$ cat config.mk
export PLATFORM = sky130hd
export DESIGN_NAME = isl_cell
export DESIGN_NICKNAME = d
export VERILOG_FILES = /design/src/sv/indexed_shift_list_top_macros.svh /design/src/sv/isl_pkg.sv /design/src/sv/isl_cell.sv
export SDC_FILE = /design/constraint.sdc
export NUM_CORES = 1
export LEC_CHECK = 0
export BUFFER_PORTS_ARGS = -buffer_cell sky130_fd_sc_hd__buf_4
export CAP_MARGIN = 20
export CORE_UTILIZATION = 45
export CTS_BUF_LIST = sky130_fd_sc_hd__clkbuf_2
export DETAILED_ROUTE_END_ITERATION = 8
export PLACE_DENSITY_LB_ADDON = 0.1
export SLEW_MARGIN = 5
export SYNTH_ARGS = -nofsm -noshare
export SYNTH_HDL_FRONTEND = slang
export SYNTH_SLANG_ARGS = --single-unit
$ cat constraint.sdc
create_clock -name clk -period 7.53 [get_ports clk]
set_input_delay 1.506 -clock clk [delete_from_list [all_inputs] [get_ports clk]]
set_output_delay 1.506 -clock clk [all_outputs]
set_load 0.01 [all_outputs]
$ cat src/sv/indexed_shift_list_top_macros.svh
// Assertion macros used by the indexed shift list RTL
`ifndef INDEXED_SHIFT_LIST_TOP_MACROS_SVH
`define INDEXED_SHIFT_LIST_TOP_MACROS_SVH

// Check a consequent in the same cycle as its antecedent
`define ISL_ASSERT_NOW(label, ante, cons) \
    label: assert property (@(posedge clk) disable iff (!rst_n) (ante) |-> (cons)) \
        else $error("assertion failed");

// Check a consequent in the cycle after its antecedent
`define ISL_ASSERT_NEXT(label, ante, cons) \
    label: assert property (@(posedge clk) disable iff (!rst_n) (ante) |=> (cons)) \
        else $error("assertion failed");

`endif

$ cat src/sv/isl_pkg.sv
// Types, codes and constants of the indexed shift list
package isl_pkg;

    localparam int DEPTH_DEF      = 64;
    localparam int ELEM_WIDTH_DEF = 32;
    localparam int DATA_W         = 32;
    localparam int IDX_W          = 7;
    localparam int CMP_W          = 11;
    localparam int CFG_ADDR_W     = 3;

    localparam logic [IDX_W-1:0] CAP_RESET = 7'd64;
    localparam logic             REG_CAPACITY = 1'b0;

    typedef enum logic [1:0] {
        ACT_CLEAR  = 2'd0,
        ACT_INSERT = 2'd1,
        ACT_REMOVE = 2'd2,
        ACT_READ   = 2'd3
    } action_t;

    typedef enum logic [1:0] {
        ST_OK      = 2'd0,
        ST_INVALID = 2'd1,
        ST_FULL    = 2'd2
    } status_t;

    typedef struct packed {
        logic             shift_up;
        logic             shift_down;
        logic [IDX_W-1:0] index;
    } cell_cmd_t;

endpackage

$ cat src/sv/isl_cell.sv
// One storage cell of the shifting list
module isl_cell #(
    parameter int ELEM_WIDTH = isl_pkg::ELEM_WIDTH_DEF,
    parameter int POS        = 0
) (
    input  logic                  clk,
    input  isl_pkg::cell_cmd_t    cmd,
    input  logic [ELEM_WIDTH-1:0] new_data,
    input  logic [ELEM_WIDTH-1:0] left_data,
    input  logic [ELEM_WIDTH-1:0] right_data,
    output logic [ELEM_WIDTH-1:0] data
);

    localparam int CW = isl_pkg::CMP_W;
    localparam logic [CW-1:0] POS_V = CW'(POS);

    logic [CW-1:0]         idx_ext;
    logic [ELEM_WIDTH-1:0] data_reg;
    logic [ELEM_WIDTH-1:0] data_next;

    assign idx_ext = CW'(cmd.index);

    always_comb
    begin
        data_next = data_reg;
        if (cmd.shift_up)
        begin
            if (POS_V == idx_ext)
            begin
                data_next = new_data;
            end
            else if (POS_V > idx_ext)
            begin
                data_next = left_data;
            end
        end
        else if (cmd.shift_down)
        begin
            if (POS_V >= idx_ext)
            begin
                data_next = right_data;
            end
        end
    end

    always_ff @(posedge clk)
    begin
        data_reg <= data_next;
    end

    assign data = data_reg;

endmodule

After elaboration in Yosys (flattened, before gate mapping)
Index checks and enable logic that the tools add are counted.
{ "op_classes": {"n_shift": 0, "div": 0, "n_reduce_logical": 4, "mul": 0, "bitwise_logic": 0, "n_eq_ne": 1, "muxes": 5, "order_cmp": 2, "n_addsub": 0} }
{ "op_table": {"columns": ["cell", "n"], "rows": [
  ["2-to-1 mux 32 bit", 5],
  ["logical NOT 11 bit", 1],
  ["greater-or-equal comparator 1 x 7 -> 1 bit, first input constant", 1],
  ["> comparator 1 x 7 -> 1 bit, first input constant", 1],
  ["nonzero test 2 bit", 2],
  ["!= test 3 x 1 -> 1 bit, second input constant", 1],
  ["AND reduction 3 bit", 1]
]} }
{ "totals": {"latch_bits": 0, "register_bits": 32, "in_bits": 106, "mem_bits_rw": 0, "memories": 0, "mem_bits_ro": 0, "out_inout_bits": 32, "elab_cells": 13} }

Depth between registers and ports, before layout
{ "logic_depth": {"depth_word": 4, "depth_mapped": 5, "mapped_depth_nobuf": 3} }

Worst setup path before layout
OpenSTA, ideal clock, no wires.
{ "synth_timing": {"path_type": "input to register", "start": "input cmd[4] (netlist name)", "end": "register data_reg[0], in the netlist data[0], enable pin", "required_ns": 7.069, "path_stages": 4, "arrival_time_ns": 4.636, "setup_ns": 0.461, "path_slack_ns": 2.433, "n_path_buf": 2, "path_cell_list": "or4_4 > buf_6 > clkbuf_1 > nor3_1"} }
{ "synth_between": {"elab_chain_cells": 3, "elab_cells_between_ends": 6, "cone_classes": "2 x order compare; 1 x eq/ne; 3 x reduce/logical"} }
{ "synth_lines": {"columns": ["item", "line_no", "rtl"], "rows": [
  ["start, declared", "isl_cell.sv:7", "input isl_pkg::cell_cmd_t cmd,"],
  ["> comparator 1 x 7 -> 1 bit (tied with other cells)", "isl_cell.sv:32", "else if (POS_V > idx_ext)"],
  ["!= test 3 x 1 -> 1 bit (no line) / nonzero test 2 bit (equally long branches)", null, null],
  ["AND reduction 3 bit (no line) *", null, null],
  ["end signal, assigned", "isl_cell.sv:48", "data_reg <= data_next;"],
  ["end, declared", "isl_cell.sv:18", "logic [ELEM_WIDTH-1:0] data_reg;"]
]} }
Mark *: on every way between the ends. The rest lies on a longest branch, timed or not.
A chain may end at the register's enable or synchronous reset.

Worst setup path after layout
{ "layout_timing": {"start": "input cmd[4] (netlist name)", "end": "register data_reg[11], in the netlist data[11], enable pin"} }
The elaborated chain is that of the path after synthesis.

==> impl_metrics.tcl <==
set metrics [dict create \
    routed_via_density 5.353 \
    post-route-period-util 0.4872 \
    grt_use_total 0.2412 \
    multiInputGateArea_um2 788.3 \
    setup_violations 0 \
    first_global_vias 1802 \
    cap_viol_max_count 0 \
    die_h_um 66.93 \
    finalWorstSetupSlack_ns 3.861 \
    core_um2 4029 \
    clkTransAtPathRegs_ns 0.17 \
    startpoint_type "primary input" \
    avgSynthCellArea_um2 9.390 \
    setup_tns_ns 0 \
    root_buffer "clkbuf_2" \
    hold-path-endpoint "data[22]$_DFFE_PP_" \
    dr_total_vias 2034 \
    dpl_worst_slack_ns 3.447 \
    dp_hpwl_um 3859 \
    tightestPinTransition_ns 1.027 \
    grt_start_max_net_pins 66 \
    die_w_um 66.93 \
    clock-sinks 32 \
    hp-start "right_data[22]" \
    seq_area_um2 960.9 \
    final-max-slew-violation-count 0 \
    yosysTopAreaCell "edfxtp_1" \
    top_layer "met4" \
    ioPinCount 138 \
    cts_hold_buf 0 \
    yosysTopAreaCellShare 0.5066 \
    ys_seq_area_frac 0.5066 \
    met3_length_um 465 \
    ir_drop_mv 0.08116 \
    cts_tree "done" \
    die_area_um2 4479 \
    hold_class "in -> reg" \
    cts_resized 0 \
    ys_seq_elements 32 \
    timing_hold_violations_final 0 \
    largest_reg_flops 32 \
    overflow 0 \
    grt_pass1_wl_um 7955 \
    worstSetupPathType "in -> reg" \
    holdPathStages 3 \
    nNetsFinal 435 \
    synth_area_leaders "edfxtp_1 51%, o21ai_0 8.4%, nand4b_1 7.4%, o31a_1 7.4%, nor2_1 6.7%" \
    route.detailed.drc 0 \
    rows 23 \
    avgRoutedWirePerCell_um 14.18 \
    clock.fmax_ghz 0.2726 \
    cts_made_buffers 5 \
    arrival_ns 3.73 \
    status "finished clean" \
    drtIter0Drc 150 \
    wirelength_um 5387 \
    antenna_found_initial 0 \
    gp_congestion 0.7286 \
    met2WireLength_um 2740 \
    numPortBuffers 137 \
    met1_length_um 2096 \
    synth.distinct_cells 15 \
    path_max_fanout 49 \
    drive_gt1_frac 0.4545 \
    p_leak_nw 1.281 \
    start_util 0.4708 \
    fin_crit_ns 3.669 \
    cts_buffer_depth 2 \
    syn_to_final_growth_pct 56.13 \
    postCtsSetupRepairBufs 0 \
    required_ns 7.59 \
    slew_headroom 0.3114 \
    ys_warn_count 0 \
    grt_setup_unrepaired "no" \
    syn_inst 202 \
    syn-num-nets 308 \
    fill_cells 322 \
    cp-end-kind "flip-flop" \
    htree_levels 2 \
    diodes 0 \
    power_density_nw_per_um2 121.1 \
    drt-pass1-iter-count 4 \
    ant_nets 0 \
    synth_area_um2 1897 \
]
metrics by stage:
stage          instances  utilization  area, um^2  hold WS (ns)  total power [W]
2_1_floorplan        202            -        1897         1.731        0.0002347
3_3_place_gp         372       0.7255        2923         1.828        0.0002810
3_5_place_dp         372       0.7255        2923         1.830        0.0002827
4_1_cts              380       0.7351        2962         1.424        0.0003600
5_1_grt              380       0.7351        2962         1.443        0.0003731
6_report             380       0.7351        2962         1.443        0.0003586
cell usage after synthesis:
library cell / instances
a21oi_1: 16
a31oi_1: 16
buf_2: 2
buf_6: 2
clkbuf_1: 16
edfxtp_1: 32
inv_1: 16
nand4b_1: 16
nor2_1: 34
nor3_1: 1
nor4_2: 1
o21ai_0: 32
o31a_1: 16
or3_1: 1
or4_4: 1
cells by family (layout without fill, tap and decap cells):
kind of cell    Yosys count  in the layout  synth area share
simple gates             54             54            0.1596
compound gates           80             80            0.2533
flops                    32             32            0.5066
buf+inv                  36            164           0.08048
power breakdown:
group | leakage [nW] | internal (W) | switching [W]
Combinational | 0.953 | 0.0000488 | 0.0000317
Clock | 0.0302 | 0.0000208 | 0.0000588
Sequential | 0.298 | 0.000198 | 0.000000251
Total | 1.28 | 0.000268 | 0.0000908
per-layer routing:
layer | track usage | vias up
li1 | - | 1010
met1 | 0.2874 | 921
met2 | 0.4066 | 95
met3 | 0.06849 | 8
met4 | 0.09309 | 0
met5 | 0 | -
critical path: stages:
cell and delay, ns:
buf_4 0.12, or4_4 0.76, nor3_2 0.92, buf_4 0.41
cell type report:
cell class	instances	area share
inverters	16	0.02028
clock buffers	5	0.008450
repair buffers	140	0.3549
well taps	50	0.02112
clock inverters	3	0.004647
multi-input cells	134	0.2662
flip-flops and latches	32	0.3245
worst max path at each step:
stage                    endpoint  slack, ns  depth (start not counted)  startpoint
6_report       data[11]$_DFFE_PP_       3.86                          4      cmd[4]
5_1_grt        data[11]$_DFFE_PP_       3.74                          4      cmd[4]
4_1_cts        data[11]$_DFFE_PP_       3.85                          4      cmd[4]
3_5_place_dp   data[11]$_DFFE_PP_       3.45                          4      cmd[4]
3_3_place_gp   data[18]$_DFFE_PP_       3.49                          4      cmd[4]
2_1_floorplan   data[0]$_DFFE_PP_       2.43                          4      cmd[4]
layout by cell type (no fill, tap or decap), types with 2 or more instances in the layout:
cell type,count
clkbuf_2,5
edfxtp_1,32
o31a_1,16
nand4b_1,16
inv_1,16
a31oi_1,16
o21ai_0,32
buf_4,140
nor2_1,34
clkinv_2,2
a21oi_1,16
(Power assumes the default switching activity.)
